===== src/hdl/rpd_pkg.sv =====
// Shared types, codes and a helper function for the radiation packet decoder.
package rpd_pkg;

    // Packet framing constants
    localparam int unsigned PKT_LEN      = 30;
    localparam int unsigned REC_FIRST    = 5;
    localparam int unsigned REC_END      = 29;
    localparam int unsigned REC_BYTES    = 6;
    localparam int unsigned NUM_REC      = 4;
    localparam int unsigned CNT_W        = 5;
    localparam int unsigned LEVEL_W      = 36;
    localparam int unsigned MIN_LEVEL_W  = 31;
    localparam int unsigned ANGLE_W      = 9;

    // Status byte bit positions
    localparam int unsigned BIT_HIGH_FAULT = 0;
    localparam int unsigned BIT_LOW_FAULT  = 1;
    localparam int unsigned BIT_LINK_LOST  = 4;
    localparam int unsigned BIT_SCALE      = 7;

    // Record byte lanes
    localparam int unsigned LANE_STAT   = 4;
    localparam int unsigned LANE_STATUS = 5;

    // Source angles in degrees
    localparam logic [ANGLE_W-1:0] ANGLE_0   = 9'd0;
    localparam logic [ANGLE_W-1:0] ANGLE_45  = 9'd45;
    localparam logic [ANGLE_W-1:0] ANGLE_90  = 9'd90;
    localparam logic [ANGLE_W-1:0] ANGLE_135 = 9'd135;
    localparam logic [ANGLE_W-1:0] ANGLE_180 = 9'd180;
    localparam logic [ANGLE_W-1:0] ANGLE_225 = 9'd225;
    localparam logic [ANGLE_W-1:0] ANGLE_315 = 9'd315;

    // Result status codes
    typedef enum logic [1:0] {
        STATUS_OK  = 2'd0,
        STATUS_LEN = 2'd1,
        STATUS_SUM = 2'd2
    } status_t;

    // Controller states
    typedef enum logic [2:0] {
        ST_RX,
        ST_LEVEL,
        ST_TEST,
        ST_ANGLE,
        ST_EMIT,
        ST_ERR
    } ctrl_state_t;

    // Commands from the controller to the datapath
    typedef struct packed {
        logic       rx_accept;
        logic       finish;
        logic       calc_level;
        logic       run_test;
        logic       set_angle;
        logic       load_rec;
        logic       load_err;
        logic [1:0] idx;
    } dp_cmd_t;

    // Status from the datapath to the controller
    typedef struct packed {
        logic len_ok;
        logic sum_ok;
        logic out_free;
    } dp_stat_t;

    // Record slot of a byte position: record number in the upper bits, lane below.
    function automatic logic [4:0] rec_slot(input logic [CNT_W-1:0] pos);
        logic [CNT_W-1:0] off;
        logic [1:0]       rec;
        logic [CNT_W-1:0] lane;
        begin
            off = pos - CNT_W'(REC_FIRST);
            if (off < CNT_W'(REC_BYTES))
            begin
                rec  = 2'd0;
                lane = off;
            end
            else if (off < CNT_W'(2 * REC_BYTES))
            begin
                rec  = 2'd1;
                lane = off - CNT_W'(REC_BYTES);
            end
            else if (off < CNT_W'(3 * REC_BYTES))
            begin
                rec  = 2'd2;
                lane = off - CNT_W'(2 * REC_BYTES);
            end
            else
            begin
                rec  = 2'd3;
                lane = off - CNT_W'(3 * REC_BYTES);
            end
            rec_slot = {rec, lane[2:0]};
        end
    endfunction

endpackage


===== src/hdl/rpd_ctrl.sv =====
// Sequencing state machine for the radiation packet decoder.
module rpd_ctrl (
    input  logic             clk,
    input  logic             rst_n,
    input  logic             s_tvalid,
    input  logic             s_tlast,
    output logic             s_tready,
    input  rpd_pkg::dp_stat_t stat,
    output rpd_pkg::dp_cmd_t  cmd
);

    rpd_pkg::ctrl_state_t state_reg, state_next;
    logic [1:0]           idx_reg, idx_next;

    // State and record counter registers
    always_ff @(posedge clk or negedge rst_n)
    begin
        if (!rst_n)
        begin
            state_reg <= rpd_pkg::ST_RX;
            idx_reg   <= 2'd0;
        end
        else
        begin
            state_reg <= state_next;
            idx_reg   <= idx_next;
        end
    end

    // Next state and commands
    always_comb
    begin
        state_next = state_reg;
        idx_next   = idx_reg;
        cmd        = '0;
        cmd.idx    = idx_reg;
        s_tready   = 1'b0;
        case (state_reg)
            rpd_pkg::ST_RX:
            begin
                s_tready = 1'b1;
                idx_next = 2'd0;
                if (s_tvalid)
                begin
                    if (s_tlast)
                    begin
                        cmd.finish = 1'b1;
                        state_next = (stat.len_ok && stat.sum_ok) ? rpd_pkg::ST_LEVEL
                                                                  : rpd_pkg::ST_ERR;
                    end
                    else
                    begin
                        cmd.rx_accept = 1'b1;
                    end
                end
            end
            rpd_pkg::ST_LEVEL:
            begin
                cmd.calc_level = 1'b1;
                idx_next       = idx_reg + 2'd1;
                if (idx_reg == 2'd3)
                begin
                    state_next = rpd_pkg::ST_TEST;
                end
            end
            rpd_pkg::ST_TEST:
            begin
                cmd.run_test = 1'b1;
                idx_next     = idx_reg + 2'd1;
                if (idx_reg == 2'd3)
                begin
                    state_next = rpd_pkg::ST_ANGLE;
                end
            end
            rpd_pkg::ST_ANGLE:
            begin
                cmd.set_angle = 1'b1;
                idx_next      = 2'd0;
                state_next    = rpd_pkg::ST_EMIT;
            end
            rpd_pkg::ST_EMIT:
            begin
                if (stat.out_free)
                begin
                    cmd.load_rec = 1'b1;
                    idx_next     = idx_reg + 2'd1;
                    if (idx_reg == 2'd3)
                    begin
                        state_next = rpd_pkg::ST_RX;
                    end
                end
            end
            rpd_pkg::ST_ERR:
            begin
                if (stat.out_free)
                begin
                    cmd.load_err = 1'b1;
                    state_next   = rpd_pkg::ST_RX;
                end
            end
            default:
            begin
                state_next = rpd_pkg::ST_RX;
            end
        endcase
    end

endmodule


===== src/hdl/rpd_datapath.sv =====
// Byte collection, checksum, record store, level and angle logic, output register.
module rpd_datapath (
    input  logic                                clk,
    input  logic                                rst_n,
    input  logic [7:0]                          s_tdata,
    input  logic                                cfg_we,
    input  logic [rpd_pkg::MIN_LEVEL_W-1:0]     cfg_wdata,
    input  rpd_pkg::dp_cmd_t                    cmd,
    output rpd_pkg::dp_stat_t                   stat,
    output logic                                m_tvalid,
    input  logic                                m_tready,
    output logic [63:0]                         m_tdata,
    output logic [1:0]                          m_tuser,
    output logic                                m_tlast
);

    localparam int unsigned LW = rpd_pkg::LEVEL_W;
    localparam int unsigned AW = rpd_pkg::ANGLE_W;

    // Control and accumulator registers
    logic [rpd_pkg::CNT_W-1:0]       byte_count_reg;
    logic [7:0]                      sum_low_reg;
    logic [8:0]                      sum_running_reg;
    logic [rpd_pkg::MIN_LEVEL_W-1:0] min_level_reg;
    logic [AW-1:0]                   held_angle_reg;
    logic                            out_valid_reg;

    // Payload registers
    logic [7:0]           rec_reg [rpd_pkg::NUM_REC][rpd_pkg::REC_BYTES];
    logic signed [LW-1:0] lv_reg [rpd_pkg::NUM_REC];
    logic [3:0]           test_reg;
    logic                 danger_reg;
    logic                 upd_reg;
    rpd_pkg::status_t     err_reg;

    // Output item register
    rpd_pkg::status_t     o_status_reg;
    logic [1:0]           o_index_reg;
    logic signed [LW-1:0] o_value_reg;
    logic [7:0]           o_stat_reg;
    logic                 o_high_reg;
    logic                 o_low_reg;
    logic                 o_link_reg;
    logic                 o_danger_reg;
    logic [AW-1:0]        o_angle_reg;
    logic                 o_upd_reg;
    logic                 o_last_reg;

    logic [8:0]           run_sum;
    logic [4:0]           slot;
    logic                 store_en;
    logic [7:0]           rd [rpd_pkg::REC_BYTES];
    logic signed [LW-1:0] raw_ext;
    logic signed [LW-1:0] level;
    logic                 level_ge;
    logic signed [LW-1:0] ta;
    logic signed [LW-1:0] tb;
    logic signed [LW:0]   ta_ext;
    logic signed [LW:0]   tb_dbl;
    logic                 test_pass;
    logic                 fb, rl, bf, lr;
    logic [AW-1:0]        angle_new;
    logic                 angle_hit;

    // Handshake status for the controller
    assign stat.len_ok   = (byte_count_reg == rpd_pkg::CNT_W'(rpd_pkg::PKT_LEN - 1));
    assign stat.sum_ok   = (sum_low_reg == s_tdata);
    assign stat.out_free = !out_valid_reg || m_tready;

    // Running sum and record slot of the incoming byte
    assign run_sum  = sum_running_reg + {1'b0, s_tdata};
    assign slot     = rpd_pkg::rec_slot(byte_count_reg);
    assign store_en = cmd.rx_accept
                    && (byte_count_reg >= rpd_pkg::CNT_W'(rpd_pkg::REC_FIRST))
                    && (byte_count_reg <  rpd_pkg::CNT_W'(rpd_pkg::REC_END));

    // Byte counter, checksum sums, config, angle and output valid registers
    always_ff @(posedge clk or negedge rst_n)
    begin
        if (!rst_n)
        begin
            byte_count_reg  <= '0;
            sum_low_reg     <= '0;
            sum_running_reg <= '0;
            min_level_reg   <= '0;
            held_angle_reg  <= '0;
            out_valid_reg   <= 1'b0;
        end
        else
        begin
            if (cfg_we)
            begin
                min_level_reg <= cfg_wdata;
            end
            if (cmd.finish)
            begin
                byte_count_reg  <= '0;
                sum_low_reg     <= '0;
                sum_running_reg <= '0;
            end
            else if (cmd.rx_accept)
            begin
                if (byte_count_reg != '1)
                begin
                    byte_count_reg <= byte_count_reg + 1'b1;
                end
                if (run_sum > 9'd255)
                begin
                    sum_low_reg     <= sum_low_reg + s_tdata + 8'd1;
                    sum_running_reg <= '0;
                end
                else
                begin
                    sum_low_reg     <= sum_low_reg + s_tdata;
                    sum_running_reg <= run_sum;
                end
            end
            if (cmd.set_angle && angle_hit)
            begin
                held_angle_reg <= angle_new;
            end
            if (cmd.load_rec || cmd.load_err)
            begin
                out_valid_reg <= 1'b1;
            end
            else if (m_tready)
            begin
                out_valid_reg <= 1'b0;
            end
        end
    end

    // Record store, one byte lane written per accepted record byte
    always_ff @(posedge clk)
    begin
        if (store_en)
        begin
            rec_reg[slot[4:3]][slot[2:0]] <= s_tdata;
        end
    end

    // One record read port, addressed by the controller's record counter
    always_comb
    begin
        for (int i = 0; i < rpd_pkg::REC_BYTES; i++)
        begin
            rd[i] = rec_reg[cmd.idx][i];
        end
    end

    // Level: signed little-endian word, times ten when the scale bit is set
    assign raw_ext  = LW'($signed({rd[3], rd[2], rd[1], rd[0]}));
    assign level    = rd[rpd_pkg::LANE_STATUS][rpd_pkg::BIT_SCALE]
                    ? (raw_ext <<< 3) + (raw_ext <<< 1) : raw_ext;
    assign level_ge = (level >= $signed({{(LW - rpd_pkg::MIN_LEVEL_W){1'b0}}, min_level_reg}));

    // Ratio test operands: front/back, right/left, back/front, left/right
    always_comb
    begin
        case (cmd.idx)
            2'd0:
            begin
                ta = lv_reg[0];
                tb = lv_reg[1];
            end
            2'd1:
            begin
                ta = lv_reg[3];
                tb = lv_reg[2];
            end
            2'd2:
            begin
                ta = lv_reg[1];
                tb = lv_reg[0];
            end
            default:
            begin
                ta = lv_reg[2];
                tb = lv_reg[3];
            end
        endcase
    end

    // a/b > 2 without division; a zero divisor reduces to a > 0
    assign ta_ext    = {ta[LW-1], ta};
    assign tb_dbl    = {tb, 1'b0};
    assign test_pass = tb[LW-1] ? (ta_ext < tb_dbl) : (ta_ext > tb_dbl);

    // Angle selection from the four ratio tests
    assign fb = test_reg[0];
    assign rl = test_reg[1];
    assign bf = test_reg[2];
    assign lr = test_reg[3];

    always_comb
    begin
        angle_hit = 1'b1;
        angle_new = rpd_pkg::ANGLE_0;
        if (fb)
        begin
            angle_new = rl ? rpd_pkg::ANGLE_315 : (lr ? rpd_pkg::ANGLE_225 : rpd_pkg::ANGLE_180);
        end
        else if (rl)
        begin
            angle_new = bf ? rpd_pkg::ANGLE_45 : rpd_pkg::ANGLE_0;
        end
        else if (bf)
        begin
            angle_new = lr ? rpd_pkg::ANGLE_135 : rpd_pkg::ANGLE_90;
        end
        else if (lr)
        begin
            angle_new = rpd_pkg::ANGLE_180;
        end
        else
        begin
            angle_hit = 1'b0;
        end
    end

    // Per-packet work registers
    always_ff @(posedge clk)
    begin
        if (cmd.finish)
        begin
            err_reg <= stat.len_ok ? rpd_pkg::STATUS_SUM : rpd_pkg::STATUS_LEN;
        end
        if (cmd.calc_level)
        begin
            lv_reg[cmd.idx] <= level;
            danger_reg      <= (cmd.idx == 2'd0) ? level_ge : (danger_reg || level_ge);
        end
        if (cmd.run_test)
        begin
            test_reg[cmd.idx] <= test_pass;
        end
        if (cmd.set_angle)
        begin
            upd_reg <= angle_hit;
        end
    end

    // Output item payload
    always_ff @(posedge clk)
    begin
        if (cmd.load_rec)
        begin
            o_status_reg <= rpd_pkg::STATUS_OK;
            o_index_reg  <= cmd.idx;
            o_value_reg  <= lv_reg[cmd.idx];
            o_stat_reg   <= rd[rpd_pkg::LANE_STAT];
            o_high_reg   <= rd[rpd_pkg::LANE_STATUS][rpd_pkg::BIT_HIGH_FAULT];
            o_low_reg    <= rd[rpd_pkg::LANE_STATUS][rpd_pkg::BIT_LOW_FAULT];
            o_link_reg   <= rd[rpd_pkg::LANE_STATUS][rpd_pkg::BIT_LINK_LOST];
            o_danger_reg <= danger_reg;
            o_angle_reg  <= held_angle_reg;
            o_upd_reg    <= upd_reg;
            o_last_reg   <= (cmd.idx == 2'd3);
        end
        else if (cmd.load_err)
        begin
            o_status_reg <= err_reg;
            o_index_reg  <= '0;
            o_value_reg  <= '0;
            o_stat_reg   <= '0;
            o_high_reg   <= 1'b0;
            o_low_reg    <= 1'b0;
            o_link_reg   <= 1'b0;
            o_danger_reg <= 1'b0;
            o_angle_reg  <= held_angle_reg;
            o_upd_reg    <= 1'b0;
            o_last_reg   <= 1'b1;
        end
    end

    // Output ports
    assign m_tvalid = out_valid_reg;
    assign m_tuser  = o_status_reg;
    assign m_tlast  = o_last_reg;
    assign m_tdata  = {4'd0, o_upd_reg, o_angle_reg, o_danger_reg, o_link_reg,
                       o_low_reg, o_high_reg, o_stat_reg, o_value_reg, o_index_reg};

endmodule


===== src/hdl/radiation_packet_decoder.sv =====
// Top level of the radiation packet decoder: controller plus datapath.
//
//  Channel   Direction  Item
//  s_*       in         one packet byte; s_tlast marks the final byte
//  m_*       out        one record result or one error result; m_tlast ends a packet
//  cfg_*     in         write of min_level, danger threshold in hundredths
//
// Each non-final byte is taken as soon as it is offered in the receive state.
// The final byte of a good packet starts a walk of the four stored records: a
// level calculation for each record, four ratio tests and the angle selection,
// then four results, one per cycle while m_tready is high. A bad packet gives one
// error result. No bytes are taken until the last result is in the output register.
// rst_n clears counters, sums, the threshold, the held angle and the output valid.
module radiation_packet_decoder (
    input  logic        clk,
    input  logic        rst_n,
    input  logic        s_tvalid,
    output logic        s_tready,
    input  logic [7:0]  s_tdata,    // [7:0] byte_value
    input  logic        s_tlast,
    output logic        m_tvalid,
    input  logic        m_tready,
    output logic [63:0] m_tdata,    // [1:0] sensor_index, [37:2] value_hundredths,
                                    // [45:38] stat_error, [46] high_sens_fault,
                                    // [47] low_sens_fault, [48] link_lost, [49] danger,
                                    // [58:50] angle_deg, [59] angle_updated
    output logic [1:0]  m_tuser,    // [1:0] status
    output logic        m_tlast,
    input  logic        cfg_we,
    input  logic [30:0] cfg_wdata
);

    rpd_pkg::dp_cmd_t  cmd;
    rpd_pkg::dp_stat_t stat;

    // Sequencer
    rpd_ctrl u_ctrl (
        .clk      (clk),
        .rst_n    (rst_n),
        .s_tvalid (s_tvalid),
        .s_tlast  (s_tlast),
        .s_tready (s_tready),
        .stat     (stat),
        .cmd      (cmd)
    );

    // Datapath
    rpd_datapath u_datapath (
        .clk       (clk),
        .rst_n     (rst_n),
        .s_tdata   (s_tdata),
        .cfg_we    (cfg_we),
        .cfg_wdata (cfg_wdata),
        .cmd       (cmd),
        .stat      (stat),
        .m_tvalid  (m_tvalid),
        .m_tready  (m_tready),
        .m_tdata   (m_tdata),
        .m_tuser   (m_tuser),
        .m_tlast   (m_tlast)
    );

endmodule


===== config.mk =====
export PLATFORM = sky130hd
export DESIGN_NAME = radiation_packet_decoder
export DESIGN_NICKNAME = d
export VERILOG_FILES = /design/src/hdl/rpd_pkg.sv /design/src/hdl/rpd_ctrl.sv /design/src/hdl/rpd_datapath.sv /design/src/hdl/radiation_packet_decoder.sv
export SDC_FILE = /design/constraint.sdc
export NUM_CORES = 1
export LEC_CHECK = 0
export BUFFER_PORTS_ARGS = -buffer_cell sky130_fd_sc_hd__buf_2
export CORE_ASPECT_RATIO = 2
export CORE_UTILIZATION = 55
export CTS_BUF_LIST = sky130_fd_sc_hd__clkbuf_8
export DETAILED_ROUTE_END_ITERATION = 7
export HOLD_SLACK_MARGIN = 0.02
export PLACE_DENSITY = 0.83
export SYNTH_ARGS = -nofsm -noshare
export SYNTH_HDL_FRONTEND = slang
export SYNTH_HIERARCHICAL = 1
export SYNTH_SLANG_ARGS = --single-unit

===== constraint.sdc =====
create_clock -name clk -period 16.61 [get_ports clk]
set_clock_uncertainty 0.1 [all_clocks]
set_input_delay 1.661 -clock clk [delete_from_list [all_inputs] [get_ports clk]]
set_output_delay 1.661 -clock clk [all_outputs]
set_load 0.005 [all_outputs]

Word level (Yosys, flattened, before mapping)
Memory sizes are Yosys's and may differ from the RTL's.
Cells that the tools add are included.

operators by class
  add/subtract/negate cells = 10
  magnitude comparators = 13
  equal/unequal tests = 18
  muxes and demuxes = 82
  bitwise logic cells = 1
  reductions and logical operators = 22

operators by type and width
  cell                                                            number
  one-hot mux 36 bit (3 select lines)                             2
  2-to-1 mux 36 bit                                               3
  2-to-1 mux 9 bit                                                9
  2-to-1 mux 8 bit                                                8
  2-to-1 mux 48 bit                                               1
  greater-than comparator 36 x 37 -> 1 bit                        1
  < comparator 36 x 37 -> 1 bit                                   1
  adder 35 x 33 -> 36 bit                                         1
  >= comparator 36 x 32 -> 1 bit                                  1
  2-to-1 mux 3 bit                                                11
  2-to-1 mux 1 bit                                                30
  demux 8 bit (select 3 bit)                                      1
  one-hot mux 3 bit (6 select lines)                              1
  2-to-1 mux 2 bit                                                8
  2-to-1 mux 5 bit                                                3
  < comparator 5 bit (second input constant)                      2
  adder 9 x 8 -> 9 bit                                            1
  greater-than comparator 9 x 8 -> 1 bit (second input constant)  1
  adder 8 x 1 -> 8 bit (second input constant)                    1
  adder 8 bit                                                     1
  equality test 8 bit                                             1
  != test 2 bit (second input constant)                           4
  nonzero test 2 bit                                              4
  2-to-1 mux 7 bit                                                1
  34 further kinds                                                49

storage, ports and cells
  register bits after elaboration = 139
  bits in writable memories = 336
  logic and storage cells = 171
  memories = 2

memories
  name                words  bits a word  rd ports  clocked after memory_dff  wr ports  line                source
  u_datapath.rec_reg  4      48           1         0                         1         rpd_datapath.sv:29  logic [7:0] rec_reg [rpd_pkg::NUM_REC][rpd_pkg::REC_BYTES];
  u_datapath.lv_reg   4      36           5         0                         1         rpd_datapath.sv:30  logic signed [LW-1:0] lv_reg [rpd_pkg::NUM_REC];

Depth between registers and ports, before layout
  word-level depth = 11
  depth in mapped cells = 24

By module
Netlist, hierarchy kept.

modules (own cells, without submodules)
  module        times used  cells an instance  area an instance (um2)  sequential area each (um2)
  rpd_datapath  1           1602               23125.9                 13297.8
  rpd_ctrl      1           44                 352.8                   125.1

Worst setup path after synthesis
Ideal clock, no wire load.

  path type = register -> register
  start = reg u_ctrl.idx_reg[1]
  end = reg u_datapath.danger_reg (data pin)
  arrival = 5.630 ns
  data required time = 16.237 ns
  path slack = 10.607 ns
  stages on the path, launching flop included = 24
  buffers on the path = 3
  clock period less this slack = 6.003 ns
  cell sequence = dfrtp_1 > buf_1 > clkbuf_1 > clkbuf_1 > mux4_2 > ha_1 > fa_1 > a211oi_1 > o21ai_0 > nand3_1 > a31oi_1 > or3b_1 > a21o_1 > xnor2_1 > o21ai_0 > ha_1 > a21o_1 > a21o_1 > a221oi_1 > o21ai_0 > a21oi_1 > nand2_1 > a311oi_1 > a41oi_1

between the ends
  word-level cells in the longest chain between the ends = 6

RTL lines
  item                              line                 source
  from (decl)                       rpd_ctrl.sv:13       logic [1:0] idx_reg, idx_next;
  from (signal assigned)            rpd_ctrl.sv:26       idx_reg <= idx_next;
  memory (4 x 48 bit) *             n/a
  adder 35 x 33 -> 36 bit           rpd_datapath.sv:154  ? (raw_ext <<< 3) + (raw_ext <<< 1) : raw_ext;
  2-to-1 mux 36 bit *               rpd_datapath.sv:154
  named net u_datapath.level[25]    rpd_datapath.sv:54   logic signed [LW-1:0] level;
  >= comparator 36 x 32 -> 1 bit *  rpd_datapath.sv:155  assign level_ge = (level >= $signed({{(LW - rpd_pkg::MIN_LEVEL_W){1'b0}}, min_level_reg}));
  logical OR 1 bit                  rpd_datapath.sv:231  danger_reg <= (cmd.idx == 2'd0) ? level_ge : (danger_reg || level_ge);
  2-to-1 mux 1 bit *                rpd_datapath.sv:231
  to (signal assigned)              rpd_datapath.sv:231
  to (decl)                         rpd_datapath.sv:32   logic danger_reg;

The timed path passes the listed nets; every way through them passes the cells marked *.
A chain may end at the register's enable or synchronous reset.

Worst setup path in the final report
Ends and elaborated chain as after synthesis.

==> flow_metrics.tcl <==
set metrics [dict create \
    r2r_setup_slack_ps 10090 \
    largest_reg_flops 176 \
    core_area_mm2 0.0419 \
    syn_area_mm2 0.0235 \
    critPathRequiredTime_ps 16890 \
    max-vdd-ir-drop_uv 85.2 \
    die_area_mm2 0.0436 \
    hold_class "register to register" \
    ant_nets 0 \
    numCtsBuffers 60 \
    reg2reg_to "u_datapath/danger_reg$_DFFE_PP_" \
    worst_setup_path_start_kind "register" \
    start_util_pct 56.0 \
    synth_edf_count 389 \
    status "finished clean" \
    grt_pass1_vias 15000 \
    num_rows 106 \
    crit_end "u_datapath/danger_reg$_DFFE_PP_" \
    rr_worst_depth 19 \
    yosysTopAreaCell "edfxtp_1" \
    max-slew-margin-rel_pct 33.6 \
    wl_um 50100 \
    grt_pass1_wl_um 78600 \
    postCtsSetupBuffers 0 \
    syn_area_per_cell_um2 14.3 \
    drive_gt1_share_pct 21.9 \
    fin_setup_tns_ps 0 \
    cts_max_path_buffers 3 \
    fmax_mhz 153 \
    worst-path-buf-inv 0 \
    cts_sinks 459 \
    wl_per_cell_um 21.4 \
    h-tree-depth 2 \
    synth_most_common_cell "edfxtp_1" \
    grt_max_degree 102 \
    io_pins 114 \
    cp.depth 19 \
    path_class "register to register" \
    cts_resized 0 \
    synth-seq-cells 459 \
    synth_cells 1646 \
    worstPathCellList "mux4_2 -> ha_1 -> a2111oi_0 -> o21ai_0 -> nand3_1 -> a31oi_1 -> or3b_1 -> a21o_1 -> xnor2_1 -> o21ai_0 -> ha_1 -> a21o_1 -> a21o_1 -> a221oi_1 -> o21ai_0 -> a21oi_1 -> nand2_1 -> a311oi_1 -> a41oi_1" \
    hold_viol_final 0 \
    clkLatencyLatePin_ps 650 \
    placed_area_mm2 0.0245 \
    cap_viol_max_count 0 \
    first_iter_violations 738 \
    period_needed_ps 6520 \
    tightest_slew_ps 988 \
    vias 14300 \
    finalSetupViolCount 0 \
    dieWidth_um 148 \
    synth_cell_type_count 74 \
    totalPowerFinal_mw 4.72 \
    num-nets-final 1924 \
    synth_common_cells "edfxtp_1, mux4_2, ha_1, nand2_1, inv_1" \
    hold_buffers 0 \
    p_leak_nw 9.74 \
    slowest_stage "dfrtp_4" \
    cts_tree "yes" \
    fin_ws_ps 10090 \
    r2r_start "u_ctrl/idx_reg[1]$_DFFE_PN0P_" \
    pre_cts_slack_ps 10240 \
    drv_slew 0 \
    synth-seq-area-share_pct 57.2 \
    fin_area_mm2 0.0258 \
    timing.final.crit_share_pct 39.3 \
    nFillCells 3115 \
    cts-root-buf "clkbuf_8" \
    synthArstFlopShare_pct 14.8 \
    viasPerCell 6.12 \
    synthFlopType "edfxtp_1" \
    crit_fanout 51 \
    gp_congestion 0.931 \
    arrival_ps 6800 \
    ys_warn_count 6 \
    rsz0062_at_grt "false" \
    end_kind "register" \
    synth.area.top_cells "edfxtp_1, mux4_2, dfrtp_1, ha_1, o21ai_0" \
    syn_to_final_growth_pct 9.75 \
    first_pass_iters 8 \
    track_usage_pct 23.7 \
    cp-startpoint "u_ctrl/idx_reg[1]$_DFFE_PN0P_" \
    overflow 0 \
    hpwlAfterDp_um 36500 \
    fp.dieH_um 294 \
    antenna_found_initial 1 \
    powerDensity_mw_per_mm2 183 \
    portBuffers 109 \
    clk_pin_slew_worst_paths_ps 70 \
    drcViolationCount 0 \
    synth_top_cell_area_share_pct 49.8 \
    critPathMaxStageDelay_ps 870 \
    path_delay_family "compound AO/OA/AOI/OAI gates" \
]
[cell usage in the layout, fill, tap and decap left out, types with 7 or more instances in the layout]
cell type and instances:
inv_1 108, o21ai_0 87, nand2b_1 7, a21o_1 47
nand4_1 22, mux2i_1 8, a22o_1 9, buf_4 13
o21bai_1 14, ha_1 125, mux4_2 150, nand2_1 113
nor3_1 11, a31oi_1 12, clkinv_2 17, dfrtp_1 66
nand3_1 19, xnor2_1 33, buf_2 108, nor2_1 85
clkbuf_8 69, edfxtp_1 389, and2_1 57, a211oi_1 11
xor2_1 20, a21oi_1 61, o21a_1 9, nor2b_1 11
and3_1 10
[how the worst min path moves through the flow]
stage                                             start  depth (start not counted)                                   to  slack (ps)
2_1_floorplan  u_datapath/held_angle_reg[0]$_DFFE_PN0P_                          0  u_datapath/o_angle_reg[0]$_DFFE_PP_         320
3_3_place_gp   u_datapath/held_angle_reg[5]$_DFFE_PN0P_                          0  u_datapath/o_angle_reg[5]$_DFFE_PP_         330
3_5_place_dp   u_datapath/held_angle_reg[7]$_DFFE_PN0P_                          0  u_datapath/o_angle_reg[7]$_DFFE_PP_         330
4_1_cts        u_datapath/held_angle_reg[7]$_DFFE_PN0P_                          0  u_datapath/o_angle_reg[7]$_DFFE_PP_         340
5_1_grt        u_datapath/held_angle_reg[5]$_DFFE_PN0P_                          0  u_datapath/o_angle_reg[5]$_DFFE_PP_         360
6_report       u_datapath/held_angle_reg[7]$_DFFE_PN0P_                          0  u_datapath/o_angle_reg[7]$_DFFE_PP_         350
[where the power goes]
group	switching (mW)	internal [mW]	leakage [nW]	total, mW
Sequential	0.122	1.60	4.42	1.72
Clock	0.419	0.448	0.698	0.867
Combinational	1.20	0.929	4.61	2.13
[logic make-up (layout without fill, tap and decap cells)]
kind of cell | Yosys count | after routing | synth area share, %
flops | 459 | 459 | 57.2
simple gates | 369 | 369 | 7.77
compound gates | 294 | 294 | 8.08
buf+inv | 179 | 332 | 3.10
mux | 163 | 163 | 15.0
fa+ha+maj | 128 | 128 | 6.92
xor+xnor | 53 | 53 | 1.98
other cells | 1 | 5 | 0.0160
[layout make-up]
| class | count | area, um2 | area share [%] |
|---|---|---|---|
| sequential | 459 | 13400 | 52.1 |
| tap | 540 | 676 | 2.62 |
| inverter | 97 | 364 | 1.41 |
| antenna | 1 | 2.50 | 0.00971 |
| multi-input combinational | 1011 | 9360 | 36.3 |
| clock buffer | 69 | 950 | 3.69 |
| clock inverter | 44 | 328 | 1.27 |
| timing repair buffer | 122 | 658 | 2.55 |
[worst register-to-register path, cell delays in order (launching register included)]
cell and delay [ps]:
dfrtp_4 870, mux4_2 470, ha_1 380, a2111oi_0 790, o21ai_0 270, nand3_1 170
a31oi_1 180, or3b_1 470, a21o_1 210, xnor2_1 120, o21ai_0 390, ha_1 340
a21o_1 180, a21o_1 170, a221oi_1 230, o21ai_0 120, a21oi_1 160, nand2_1 140
a311oi_1 350, a41oi_1 140
[metrics by stage]
step	std cells	util, %	hold WS [ps]
2_1_floorplan	1649	-	325
3_3_place_gp	2229	58.4	333
3_5_place_dp	2229	58.4	333
4_1_cts	2342	61.5	345
5_1_grt	2343	61.5	361
6_report	2343	61.5	349
[metal layers]
metal	routed length (um)	part of all wire, %	GRT usage [%]
met2	28500	57	45.6
met4	2960	5.9	14.5
met3	1990	4.0	2.48
met5	0	0	0
met1	16700	33	24.0
(Power assumes the default switching activity.)
